**config.mk**
```make
export PLATFORM = sky130hd
export DESIGN_NAME = mfb_ctrl
export DESIGN_NICKNAME = d
export VERILOG_FILES = /design/src/rtl/mfb_pkg.sv /design/src/rtl/mfb_ctrl.sv
export SDC_FILE = /design/constraint.sdc
export NUM_CORES = 1
export LEC_CHECK = 0
export BUFFER_PORTS_ARGS = -buffer_cell sky130_fd_sc_hd__buf_2
export CAP_MARGIN = 20
export CORE_AREA = 5 5 42 44
export DETAILED_ROUTE_END_ITERATION = 10
export DIE_AREA = 0 0 47 49
export GPL_ROUTABILITY_DRIVEN = 0
export PLACE_DENSITY = 0.69
export SYNTH_ARGS = -nofsm -noshare
export SYNTH_HDL_FRONTEND = slang
export SYNTH_SLANG_ARGS = --single-unit
```
**constraint.sdc**
```tcl
create_clock -name clk_i -period 4.1 [get_ports clk_i]
set_clock_uncertainty 0.1 [all_clocks]
set_input_delay 0.41 -clock clk_i [delete_from_list [all_inputs] [get_ports clk_i]]
set_output_delay 0.41 -clock clk_i [all_outputs]
set_load 0.01 [all_outputs]
```
**src/rtl/mfb_pkg.sv**
```systemverilog
`timescale 1ns / 1ps
// ---------------------------------------------------------------------------
// mfb_pkg
// Shared codes and controller/datapath interface types for the monochrome
// framebuffer draw and refresh block.
// ---------------------------------------------------------------------------
package mfb_pkg;

  // request type codes
  localparam logic [2:0] REQ_SET_PIXEL   = 3'd0;
  localparam logic [2:0] REQ_CLEAR_PIXEL = 3'd1;
  localparam logic [2:0] REQ_HLINE       = 3'd2;
  localparam logic [2:0] REQ_VLINE       = 3'd3;
  localparam logic [2:0] REQ_CLEAR_ALL   = 3'd4;
  localparam logic [2:0] REQ_REFRESH     = 3'd5;

  // panel command bytes sent ahead of chunk zero
  localparam logic [7:0] CMD_PAGE_BASE = 8'hB0;
  localparam logic [7:0] CMD_COL_LOW   = 8'h00;
  localparam logic [7:0] CMD_COL_HIGH  = 8'h10;

  // index of each command byte in the preamble
  localparam logic [1:0] CMD_IDX_PAGE = 2'd0;
  localparam logic [1:0] CMD_IDX_LOW  = 2'd1;
  localparam logic [1:0] CMD_IDX_HIGH = 2'd2;

  // controller to datapath
  typedef struct packed {
    logic load;      // latch the request fields, reset counters
    logic clr_step;  // write zero at sweep address, advance
    logic pix_rd;    // read byte under current run point
    logic pix_wr;    // write modified byte, advance run point
    logic cmd_emit;  // emit next preamble command byte
    logic dat_rd;    // read next column byte of the chunk
    logic dat_emit;  // emit column byte, advance column
  } mfb_cmd_t;

  // datapath to controller
  typedef struct packed {
    logic [2:0] req_type;
    logic       page_ok;
    logic       chunk_zero;
    logic       run_empty;
    logic       run_last;
    logic       clr_last;
    logic       cmd_last;
    logic       dat_last;
  } mfb_status_t;

endpackage

```
**src/rtl/mfb_ctrl.sv**
```systemverilog
`timescale 1ns / 1ps
// ---------------------------------------------------------------------------
// mfb_ctrl
// Sequencer for the framebuffer: clearing sweep, pixel read-modify-write
// runs and refresh byte emission.
// ---------------------------------------------------------------------------
module mfb_ctrl (
  input  logic                 clk_i,
  input  logic                 rst_ni,
  input  logic                 start_i,
  input  mfb_pkg::mfb_status_t status_i,
  output mfb_pkg::mfb_cmd_t    cmd_o,
  output logic                 busy_o
);
  import mfb_pkg::*;

  typedef enum logic [7:0] {
    ST_IDLE   = 8'b0000_0001,
    ST_CLEAR  = 8'b0000_0010,
    ST_DECODE = 8'b0000_0100,
    ST_PIX_RD = 8'b0000_1000,
    ST_PIX_WR = 8'b0001_0000,
    ST_CMD    = 8'b0010_0000,
    ST_DAT_RD = 8'b0100_0000,
    ST_DAT_WR = 8'b1000_0000
  } state_e;

  state_e state_q, state_d;

  // state register, reset enters the clearing sweep
  always_ff @(posedge clk_i or negedge rst_ni) begin
    if (!rst_ni) begin
      state_q <= ST_CLEAR;
    end else begin
      state_q <= state_d;
    end
  end

  // next state and datapath commands
  always_comb begin
    state_d = state_q;
    cmd_o   = '0;
    case (state_q)
      ST_IDLE: begin
        if (start_i) begin
          cmd_o.load = 1'b1;
          state_d    = ST_DECODE;
        end
      end
      ST_CLEAR: begin
        cmd_o.clr_step = 1'b1;
        if (status_i.clr_last) begin
          state_d = ST_IDLE;
        end
      end
      ST_DECODE: begin
        case (status_i.req_type)
          REQ_SET_PIXEL, REQ_CLEAR_PIXEL, REQ_HLINE, REQ_VLINE: begin
            state_d = status_i.run_empty ? ST_IDLE : ST_PIX_RD;
          end
          REQ_CLEAR_ALL: begin
            state_d = ST_CLEAR;
          end
          REQ_REFRESH: begin
            if (!status_i.page_ok) begin
              state_d = ST_IDLE;
            end else if (status_i.chunk_zero) begin
              state_d = ST_CMD;
            end else begin
              state_d = ST_DAT_RD;
            end
          end
          default: begin
            state_d = ST_IDLE;
          end
        endcase
      end
      ST_PIX_RD: begin
        cmd_o.pix_rd = 1'b1;
        state_d      = ST_PIX_WR;
      end
      ST_PIX_WR: begin
        cmd_o.pix_wr = 1'b1;
        state_d      = status_i.run_last ? ST_IDLE : ST_PIX_RD;
      end
      ST_CMD: begin
        cmd_o.cmd_emit = 1'b1;
        if (status_i.cmd_last) begin
          state_d = ST_DAT_RD;
        end
      end
      ST_DAT_RD: begin
        cmd_o.dat_rd = 1'b1;
        state_d      = ST_DAT_WR;
      end
      ST_DAT_WR: begin
        cmd_o.dat_emit = 1'b1;
        state_d        = status_i.dat_last ? ST_IDLE : ST_DAT_RD;
      end
      default: begin
        state_d = ST_IDLE;
      end
    endcase
  end

  assign busy_o = (state_q != ST_IDLE);

endmodule

```
Word level (Yosys, flattened, before mapping) --
Cells that the tools add are included.
Cells by class: div/mod/pow operators 0, bitwise operators 0, shifts and indexed selects 0, $lt $le $gt $ge 0, $mul 0, equality and inequality tests 17, multiplexer cells 18, reduce and logical (&&, ||, !) cells 3, add/subtract/negate cells 0
Operators with widths (number):
- $pmux W8 S8 | 1
- $mux W8 | 4
- $pmux W8 S3 | 1
- $mux W7 | 2
- $eq A8 B1 Y1 const B | 1
- $eq A8 B2 Y1 const B | 1
- $eq A8 B3 Y1 const B | 1
- $eq A8 B4 Y1 const B | 1
- $eq A8 B5 Y1 const B | 1
- $eq A8 B6 Y1 const B | 1
- $eq A8 B7 Y1 const B | 1
- $eq A8 B8 Y1 const B | 1
- $mux W1 | 8
- $mux W4 | 2
- $ne A8 B1 Y1 const B | 1
- $eq A3 B2 Y1 const B | 2
- $eq A3 B3 Y1 const B | 2
- $ne A2 B2 Y1 const B | 3
- $reduce_or A4 Y1 | 1
- $eq A3 B1 Y1 const B | 1
- $logic_not A3 Y1 | 1
- $reduce_and A3 Y1 | 1
Word-level totals: ROM bits 0, input port bits 13, bits in registers 8, bits in writable memories 0, word-level logic and storage cells 39, memories 0, latch bits 0, output and inout bits 8

Longest topological paths before layout --
Gate-level depths: netlist of run 1.
depth after elaboration 4, mapped depth 6, gate-level depth less buffers 5

Least setup slack after synthesis of run 1 --
No wires, ideal clock.
kind flip-flop to output port, from register state_q[6], to output port cmd_o[6] (netlist bit), arrival 1.636 ns, setup slack 1.954 ns, cell stages (with the launch flop) 6, data required time 3.590 ns, path buffers 1, cell sequence dfrtp_1 > buf_2 > nor4_1 > nand3_1 > or2_1 > nor2_1
RTL lines:
- start: declaration | line mfb_ctrl.sv:28 | state_e state_q, state_d;
- start signal: assignment | line mfb_ctrl.sv:35 | state_q <= state_d;
- end: declaration | line mfb_ctrl.sv:12 | output mfb_pkg::mfb_cmd_t cmd_o,

==> results of run 1 <==
## per-stage QoR
stage               std cells  worst slack, ps
finish                    104             1400
CTS                       104             1420
global placement           99             1870
detailed placement         99             1790
floorplan                  65             1950
global route              104             1250
## layout make-up
cell class / instances / area [µm²]
Inverter: 6 / 22.5
Timing Repair Buffer: 21 / 110
Sequential cell: 8 / 201
Tap cell: 16 / 20.0
Multi-Input combinational cell: 49 / 312
Clock buffer: 4 / 26.3
Fill cell: 146 / 709
## worst max path at each step
stage / startpoint / to / cells past startpoint
6_report: state_q[6]$_DFFE_PN0P_ / cmd_o[6] / 5
5_1_grt: state_q[6]$_DFFE_PN0P_ / cmd_o[6] / 5
4_1_cts: state_q[6]$_DFFE_PN0P_ / cmd_o[6] / 5
3_5_place_dp: state_q[7]$_DFFE_PN0P_ / cmd_o[6] / 5
3_3_place_gp: state_q[7]$_DFFE_PN0P_ / cmd_o[6] / 5
2_1_floorplan: state_q[6]$_DFFE_PN0P_ / cmd_o[6] / 5
## power by group
part	internal, mW	leakage [nW]	switching (mW)
Combinational	0.0532	0.221	0.0695
Clock	0.0374	0.0150	0.0302
Sequential	0.0895	0.104	0.0120
Total	0.180	0.340	0.112
## routing by layer
metal	global-route usage	up-vias	wire length, µm
li1	-	283	-
met1	0.176	269	605
met2	0.222	20	688
met3	0.00369	2	81
met4	0.0968	0	19
met5	0	-	0
## placed cells by master, fill, tap and decap left out, drive strengths merged, types with 2 or more instances in the layout
cell,synthesis,final
nor2b,2,2
nand2b,3,3
nor2,9,9
or3,2,2
nand2,4,4
buf,2,20
nand3b,2,2
nand3,4,4
inv,6,6
nor4,4,4
o21ai,2,2
dfrtp,7,7
clkbuf,0,4
and3,2,2
a31oi,2,2
o22ai,3,3
## cells by family (layout without fill, tap and decap cells)
group,after synthesis,in the layout,share of synthesized area
flip-flops,8,8,0.365
buffers and inverters,8,31,0.0703
AO/OA/AOI/OAI,12,12,0.152
AND/OR/NAND/NOR,37,37,0.413
==> impl_metrics.env, run 1 <==
export IMPL_status="complete, no violations"
export IMPL_worst_pin_slew_ps=764
export IMPL_hpwl_um=1080
export IMPL_synth_top_area_frac=0.317
export IMPL_maxCapViolations=0
export IMPL_yosysSeqAreaShare=0.365
export IMPL_cp_arrival_ps=2190
export IMPL_port_buffers=20
export IMPL_vias_per_cell=5.52
export IMPL_largest_register="state_q"
export IMPL_grt_pass1_vias=568
export IMPL_synth_edff_count=0
export IMPL_num_rows=14
export IMPL_cp_num_buf_inv=1
export IMPL_largest_reg_flops=8
export IMPL_hold_ws_ps=230
export IMPL_critical_path_max_stage_delay_ps=710
export IMPL_vias=574
export IMPL_wl_um=1390
export IMPL_fin_util=0.494
export IMPL_synth_area_leaders="dfrtp_1 (32%), nor2_1 (6.1%), dfstp_2 (4.8%)"
export IMPL_gr_usage_all_layers=0.141
export IMPL_grt_pass1_wl_um=2390
export IMPL_reg2reg_from="state_q[6]$_DFFE_PN0P_"
export IMPL_fin_area_um2=692
export IMPL_async_reset_ff_frac=1.00
export IMPL_cts_sinks=8
export IMPL_hold_viol=0
export IMPL_slew_viol_final=0
export IMPL_tns_ps=0
export IMPL_r2r_slack_ps=1850
export IMPL_die_h_um=49
export IMPL_slew_headroom=0.486
export IMPL_n_antenna_cell=0
export IMPL_antenna_left=0
export IMPL_cts_tree="done"
export IMPL_reg_top3="state_q x8"
export IMPL_synth_ff_type="dfrtp_1"
export IMPL_syn_avg_cell_area_um2=8.49
export IMPL_worstHoldStart="status_i[2]"
export IMPL_layout_min_cycle_time_ps=2700
export IMPL_powerDensity_nw_per_um2=422
export IMPL_clkTransAtPathRegs_ps=60
export IMPL_synth_ff_latch_count=8
export IMPL_synth_most_common_cell="nor2_1"
export IMPL_cts_setup_buffers=0
export IMPL_initial_core_util=0.394
export IMPL_dr_pass1_iters=4
export IMPL_drt_first_iter_violations=28
export IMPL_drive_gt1_frac=0.330
export IMPL_critPathKind="reg2out"
export IMPL_ys_top_cells_by_count="nor2_1 (9), dfrtp_1 (7), inv_1 (6)"
export IMPL_htree_levels=1
export IMPL_cp_max_fo=8
export IMPL_min_path_cells=2
export IMPL_postSynthCellCount=65
export IMPL_grt_overflow_total=0
export IMPL_numCtsBuffers=3
export IMPL_hold_class="in2reg"
export IMPL_path_cells="nor4_1 > nand3_1 > or2_1 > nor2_1 > buf_2"
export IMPL_insertion_delay_ps=270
export IMPL_finalCritPeriodShare=0.658
export IMPL_cts_root_buffer="clkbuf_4"
export IMPL_crit_required_ps=3590
export IMPL_drc=0
export IMPL_placed_area_um2=656
export IMPL_syn2layout_area_growth_pct=25.4
export IMPL_pin_count=21
export IMPL_rr_endpoint="state_q[0]$_DFFE_PN0P_"
export IMPL_power_leakage_nw=0.340
export IMPL_yosys_warnings=0
export IMPL_yosys_area_top_type="dfrtp_1"
export IMPL_dieArea_um2=2300
export IMPL_ir_worst_vdd_mv=0.172
export IMPL_slowest_stage="nor4_1"
export IMPL_fmax_mhz=371
export IMPL_critical_path_top_delay_family="simple AND/OR/NAND/NOR gates"
export IMPL_fin_nets=102
export IMPL_synth_cell_types=31
export IMPL_die_width_um=47
export IMPL_reg2reg_depth=5
export IMPL_setup_viol=0
export IMPL_cts_resized=0
export IMPL_p_total_uw=292
export IMPL_rsz0062_at_grt="false"
export IMPL_wl_per_cell_um=13.4
export IMPL_synth_area_um2=552
export IMPL_antenna_found_initial=0
export IMPL_syn_nets=78
export IMPL_grt_max_degree=9
export IMPL_endpoint_kind="output pin"
export IMPL_whs_endpoint="state_q[1]$_DFFE_PN1P_"
export IMPL_setup_worst_path_start_class="flop"
export IMPL_postCtsHoldBufs=1
export IMPL_clockBufferDepth=2
export IMPL_coreArea_um2=1400
(Power assumes the default switching activity.)
==> run 2, diff against run 1 <==
--- a/config.mk
+++ b/config.mk
@@ -5,13 +5,14 @@
 export SDC_FILE = /design/constraint.sdc
 export NUM_CORES = 1
 export LEC_CHECK = 0
+export ABC_AREA = 1
 export BUFFER_PORTS_ARGS = -buffer_cell sky130_fd_sc_hd__buf_2
 export CAP_MARGIN = 20
-export CORE_AREA = 5 5 42 44
+export CORE_MARGIN = 5
+export CORE_UTILIZATION = 44
 export DETAILED_ROUTE_END_ITERATION = 10
-export DIE_AREA = 0 0 47 49
 export GPL_ROUTABILITY_DRIVEN = 0
-export PLACE_DENSITY = 0.69
+export PLACE_DENSITY = 0.73
 export SYNTH_ARGS = -nofsm -noshare
 export SYNTH_HDL_FRONTEND = slang
 export SYNTH_SLANG_ARGS = --single-unit
==> constraint.sdc (replaced) <==
create_clock -name clk_i -period 2.2 [get_ports clk_i]
set_clock_uncertainty 0.1 [all_clocks]
set_input_delay 0.22 -clock clk_i [delete_from_list [all_inputs] [get_ports clk_i]]
set_output_delay 0.22 -clock clk_i [all_outputs]
set_load 0.01 [all_outputs]
==> run 2 against run 1 <==
  * Sequential cell count unchanged
  * Via count up 12%
  * Wire length up 4.7%
  * Area after synthesis up 22%
  * Register-to-register slack worse by 1100 ps
  * Hold slack worse by 190 ps
  * Sequential share of layout area down 4.8 points
  * Critical path depth up 1
  * Synthesized cell count up 46%
  * Worst setup slack worse by 1000 ps
  * Cell count up 31%
  * Critical path type unchanged
  * Critical endpoint unchanged
==> impl_metrics.env, run 2 <==
export IMPL_cts_root_buffer="clkbuf_4"
export IMPL_ys_top_cells_by_count="nand2_1 (18), nor2_1 (15), inv_1 (10)"
export IMPL_port_buffers=20
export IMPL_drive_gt1_frac=0.442
export IMPL_synth_area_leaders="dfrtp_1 (26%), nand2_4 (12%), nand2_1 (10%)"
export IMPL_ir_worst_vdd_mv=0.509
export IMPL_maxCapViolations=0
export IMPL_layout_min_cycle_time_ps=1820
export IMPL_fmax_mhz=549
export IMPL_clockBufferDepth=2
export IMPL_synth_most_common_cell="nand2_1"
export IMPL_dieArea_um2=2410
export IMPL_r2r_slack_ps=780
export IMPL_slew_viol_final=0
export IMPL_postSynthCellCount=95
export IMPL_initial_core_util=0.457
export IMPL_pin_count=21
export IMPL_fin_util=0.563
export IMPL_worst_pin_slew_ps=237
export IMPL_n_antenna_cell=0
export IMPL_reg_top3="state_q x8"
export IMPL_rr_endpoint="state_q[0]$_DFFE_PN0P_"
export IMPL_yosysSeqAreaShare=0.300
export IMPL_wl_um=1460
export IMPL_die_h_um=49.1
export IMPL_syn_avg_cell_area_um2=7.07
export IMPL_yosys_warnings=0
export IMPL_wl_per_cell_um=10.7
export IMPL_grt_pass1_wl_um=2550
export IMPL_reg2reg_from="state_q[1]$_DFFE_PN1P_"
export IMPL_dp_cells=131
export IMPL_final_cell_count_no_fill=136
export IMPL_final_cell_mix="buf_2 (20), nand2_1 (18), nor2_1 (15)"
export IMPL_power_leakage_nw=0.513
export IMPL_finalCritPeriodShare=0.828
export IMPL_tns_ps=0
export IMPL_grt_pass1_vias=641
export IMPL_antenna_found_initial=0
export IMPL_setup_worst_path_start_class="flop"
export IMPL_hold_class="in2reg"
export IMPL_fin_nets=134
export IMPL_reg2reg_depth=7
export IMPL_numCtsBuffers=3
export IMPL_min_path_cells=2
export IMPL_synth_ff_type="dfrtp_1"
export IMPL_async_reset_ff_frac=1.00
export IMPL_die_width_um=49.1
export IMPL_drc=0
export IMPL_largest_reg_flops=8
export IMPL_cts_tree="done"
export IMPL_cts_sinks=8
export IMPL_cts_setup_buffers=0
export IMPL_synth_edff_count=0
export IMPL_cp_arrival_ps=1500
export IMPL_endpoint_kind="output pin"
export IMPL_worstHoldStart="status_i[7]"
export IMPL_htree_levels=1
export IMPL_synth_ff_latch_count=8
export IMPL_gr_usage_all_layers=0.132
export IMPL_syn_nets=108
export IMPL_hpwl_um=1250
export IMPL_syn2layout_area_growth_pct=23.3
export IMPL_grt_overflow_total=0
export IMPL_num_rows=14
export IMPL_hold_viol=0
export IMPL_synth_cell_types=20
export IMPL_crit_required_ps=1880
export IMPL_antenna_left=0
export IMPL_coreArea_um2=1470
export IMPL_setup_viol=0
export IMPL_slew_headroom=0.840
export IMPL_drt_first_iter_violations=12
export IMPL_yosys_area_top_type="dfrtp_1"
export IMPL_largest_register="state_q"
export IMPL_dr_pass1_iters=4
export IMPL_critPathKind="reg2out"
export IMPL_insertion_delay_ps=260
export IMPL_powerDensity_nw_per_um2=832
export IMPL_cp_max_fo=3
export IMPL_clkTransAtPathRegs_ps=60
export IMPL_synth_area_um2=672
export IMPL_synth_top_area_frac=0.261
export IMPL_grt_max_degree=9
export IMPL_whs_endpoint="state_q[1]$_DFFE_PN1P_"
export IMPL_vias=641
export IMPL_mostFrequentLayoutCell="buf_2"
export IMPL_vias_per_cell=4.71
export IMPL_status="complete, no violations"
export IMPL_rsz0062_at_grt="false"
-- run 2: power breakdown --
group / internal, mW / total, mW / leakage, nW / switching, mW
Clock: 0.0699 / 0.128 / 0.0150 / 0.0584
Sequential: 0.171 / 0.190 / 0.104 / 0.0190
Combinational: 0.138 / 0.371 / 0.394 / 0.233
-- run 2: critical path, stage by stage (launching register included) --
cell      delay (ps)
dfstp_2          530
inv_2             50
nor3_1           230
nand3b_1         150
nand2_2          110
nor3_1            40
buf_2            130
-- run 2: layer usage --
| layer | routed length [µm] | vias up | track usage |
|---|---|---|---|
| li1 | - | 339 | - |
| met1 | 625 | 283 | 0.152 |
| met2 | 751 | 17 | 0.227 |
| met3 | 75 | 2 | 0.0153 |
| met4 | 6 | 0 | 0.0807 |
| met5 | 0 | - | 0 |
-- run 2: cells by family (layout without fill, tap and decap cells) --
| logic type | after synthesis | in the layout | synth area share |
|---|---|---|---|
| buf+inv | 20 | 45 | 0.115 |
| compound gates | 5 | 5 | 0.0372 |
| flops | 8 | 8 | 0.300 |
| simple gates | 62 | 62 | 0.547 |
-- run 2: cell type report --
cell class / count / area [µm²]
timing repair buffer: 21 / 110
tap: 16 / 20.0
clock buffer: 4 / 26.3
sequential: 8 / 201
fill: 152 / 643
inverter: 20 / 77.6
multi-input combinational: 67 / 393
-- run 2: worst max-delay path by stage --
stage,startpoint,to,slack (ps),cells after the start
floorplan,state_q[1]$_DFFE_PN1P_,cmd_o[6],710,8
global placement,state_q[1]$_DFFE_PN1P_,cmd_o[6],710,9
detailed placement,state_q[1]$_DFFE_PN1P_,cmd_o[6],690,6
CTS,state_q[1]$_DFFE_PN1P_,cmd_o[6],400,6
global route,state_q[1]$_DFFE_PN1P_,cmd_o[6],320,6
finish,state_q[1]$_DFFE_PN1P_,cmd_o[6],380,6
-- run 2: per-stage QoR --
stage | area (µm²) | power [mW] | setup slack [ps] | hold WS, ps
after floorplan | 672 | 0.484 | 708 | -176
after global placement | 792 | 0.563 | 708 | -20.5
after detailed placement | 792 | 0.564 | 690 | -19.5
after CTS | 828 | 0.695 | 402 | 37.9
after global routing | 828 | 0.745 | 315 | 46.8
final | 828 | 0.689 | 378 | 44.1
-- run 2: timing repair --
action | in CTS | in global routing
endpoints found under the setup margin | 0 | 0
hold buffers | 1 | 0
endpoints found under the hold margin | 8 | 0
resized for setup | 0 | 0
==> run 3, diff against run 2 <==
==> constraint.sdc (replaced) <==
create_clock -name clk_i -period 1.53 [get_ports clk_i]
set_clock_uncertainty 0.1 [all_clocks]
set_input_delay 0.153 -clock clk_i [delete_from_list [all_inputs] [get_ports clk_i]]
set_output_delay 0.153 -clock clk_i [all_outputs]
set_load 0.01 [all_outputs]
==> run 3 against run 2 <==
  * The run now ends with negative hold slack, negative setup slack left
  * Cell count up 8.8%
  * Count of clock-buffer cells in the layout is the same
  * Clock power grew 45%
  * Global-route usage increased by 2.0 points
  * Sequential share of layout area decreased by 4.2 points
  * Die area unchanged
  * Via count up 8.9%
  * Sequential power grew 49%
  * First-iteration DRC count down 50%
  * Non-clock buffer count grew 12
  * Register-to-register slack got worse by 730 ps
  * Total power rose by 79%
==> impl_metrics.env, run 3 (synthesized netlist as in run 2, its figures left out) <==
export IMPL_fillers=122
export IMPL_p_int_uw=667
export IMPL_p_seq_frac=0.231
export IMPL_cts_sinks=8
export IMPL_fin_util=0.685
export IMPL_grt_overflow_total=0
export IMPL_crit_required_ps=1280
export IMPL_largest_reg_flops=8
export IMPL_antenna_found_initial=0
export IMPL_initial_core_util=0.457
export IMPL_insertion_delay_ps=270
export IMPL_powerDensity_nw_per_um2=1220
export IMPL_fmax_mhz=587
export IMPL_drive_gt1_frac=0.561
export IMPL_cts_root_buffer="clkbuf_4"
export IMPL_fin_nets=146
export IMPL_cp_arrival_ps=1450
export IMPL_syn2layout_area_growth_pct=49.9
export IMPL_gr_max_usage_layer="met2"
export IMPL_clkTransAtPathRegs_ps=60
export IMPL_grt_pass1_wl_um=2900
export IMPL_vias=698
export IMPL_grtUsageMet1=0.158
export IMPL_p_sw_uw=564
export IMPL_port_buffers=20
export IMPL_cp_max_fo=3
export IMPL_final_cell_mix="nand2_1 (17), buf_2 (17), nor2_1 (12)"
export IMPL_power_leakage_nw=0.605
export IMPL_largest_register="state_q"
export IMPL_combPwrFrac=0.618
export IMPL_num_rows=14
export IMPL_htree_levels=1
export IMPL_cts_tree="done"
export IMPL_hold_ws_ps=-12.4
export IMPL_maxCapViolations=0
export IMPL_reg_top3="state_q x8"
export IMPL_n_antenna_cell=0
export IMPL_drt_first_iter_violations=6
export IMPL_tns_ps=-434
export IMPL_hold_viol=1
export IMPL_gr_usage_all_layers=0.152
export IMPL_coreArea_um2=1470
export IMPL_die_width_um=49.1
export IMPL_drc=0
export IMPL_hpwl_um=1240
export IMPL_finalCritPeriodShare=1.11
export IMPL_dieArea_um2=2410
export IMPL_setup_worst_path_start_class="flop"
export IMPL_grt_pass1_vias=747
export IMPL_switching_share=0.458
export IMPL_grt_max_degree=9
export IMPL_layout_min_cycle_time_ps=1700
export IMPL_slew_viol_final=0
export IMPL_ir_worst_vdd_mv=0.775
export IMPL_wl_per_cell_um=12.6
export IMPL_pin_count=21
export IMPL_endpoint_kind="output pin"
export IMPL_worst_slack_ps=-173
export IMPL_clockBufferDepth=2
export IMPL_critPathKind="reg2out"
export IMPL_violations="negative hold slack, negative setup slack"
export IMPL_worst_pin_slew_ps=299
export IMPL_die_h_um=49.1
export IMPL_hold_class="in2reg"
export IMPL_grt_use_met3=0.0306
export IMPL_numCtsBuffers=3
export IMPL_slew_headroom=0.800
export IMPL_wl_um=1860
export IMPL_dr_pass1_iters=4
export IMPL_setup_viol=5
export IMPL_status="finished, violations left"
export IMPL_use_met2=0.268
export IMPL_rsz0062_at_grt="true"
export IMPL_vias_per_cell=4.72
export IMPL_power_frac_clock=0.151
export IMPL_r2r_slack_ps=50
export IMPL_antenna_left=0
run 3: changes by cell type in the layout (fill, tap and decap cells not counted), sizes merged:
cell | before | now
dlygate4sd3 | 1 | 2
buf | 20 | 31
run 3: final cells by class:
cell class                 count  area [µm²]  area share
inverter                      20        80.1      0.0795
multi-input combinational     67         449       0.446
timing repair buffer          33         229       0.227
tap                           16        20.0      0.0199
sequential                     8         203       0.201
clock buffer                   4        26.3      0.0261
run 3: power groups by stage:
stage	registers [mW]	clock network [mW]	logic, mW
4_1_cts	0.275	0.190	0.605
6_report	0.284	0.186	0.760
5_1_grt	0.288	0.202	0.834
3_5_place_dp	0.277	0	0.536
2_1_floorplan	0.270	0	0.427
3_3_place_gp	0.275	0	0.534
run 3: worst max-delay path: stages, from the launching register on:
cell	delay, ps
dfstp_2	540
inv_4	50
nand2_4	90
nor2_8	50
nand2_4	60
inv_4	40
nand2_4	40
nand2_2	50
nor3_2	110
buf_2	150
run 3: final timing paths:
path | cells past startpoint | endpoint | from
max | 9 | cmd_o[6] | state_q[1]$_DFFE_PN1P_
min | 2 | state_q[3]$_DFFE_PN0P_ | status_i[3]
max reg2reg | 11 | state_q[0]$_DFFE_PN0P_ | state_q[1]$_DFFE_PN1P_
min reg2reg | 3 | state_q[1]$_DFFE_PN1P_ | state_q[0]$_DFFE_PN0P_
max in group asynchronous | 2 | state_q[1]$_DFFE_PN1P_ | rst_ni
min in group asynchronous | 2 | state_q[3]$_DFFE_PN0P_ | rst_ni
run 3: through the flow:
stage	worst slack, ps	hold slack [ps]	cells	instance area (µm²)	power (mW)
CTS	-148	14.8	141	885	1.07
global route	-257	1.24	148	1010	1.32
floorplan	105	-243	95	672	0.696
global placement	105	-87.6	131	792	0.810
detailed placement	57.9	-83.6	131	792	0.812
finish	-173	-12.4	148	1010	1.23
run 3: repair_timing:
| action | 4_1_cts | 5_1_grt |
|---|---|---|
| hold endpoints to repair | 9 | 0 |
| pin swaps | 5 | 10 |
| setup endpoints to repair | 2 | 9 |
| buffers inserted | 4 | 8 |
| hold buffers | 2 | 0 |
| resized for setup | 4 | 21 |
run 3: metal layers:
layer  up-vias  routed length [µm]  part of all wire
met4         0                  44             0.024
met3         5                  67             0.036
met2        16                 988              0.53
met1       316                 763              0.41
li1        361                   -                 -
met5         -                   0                 0
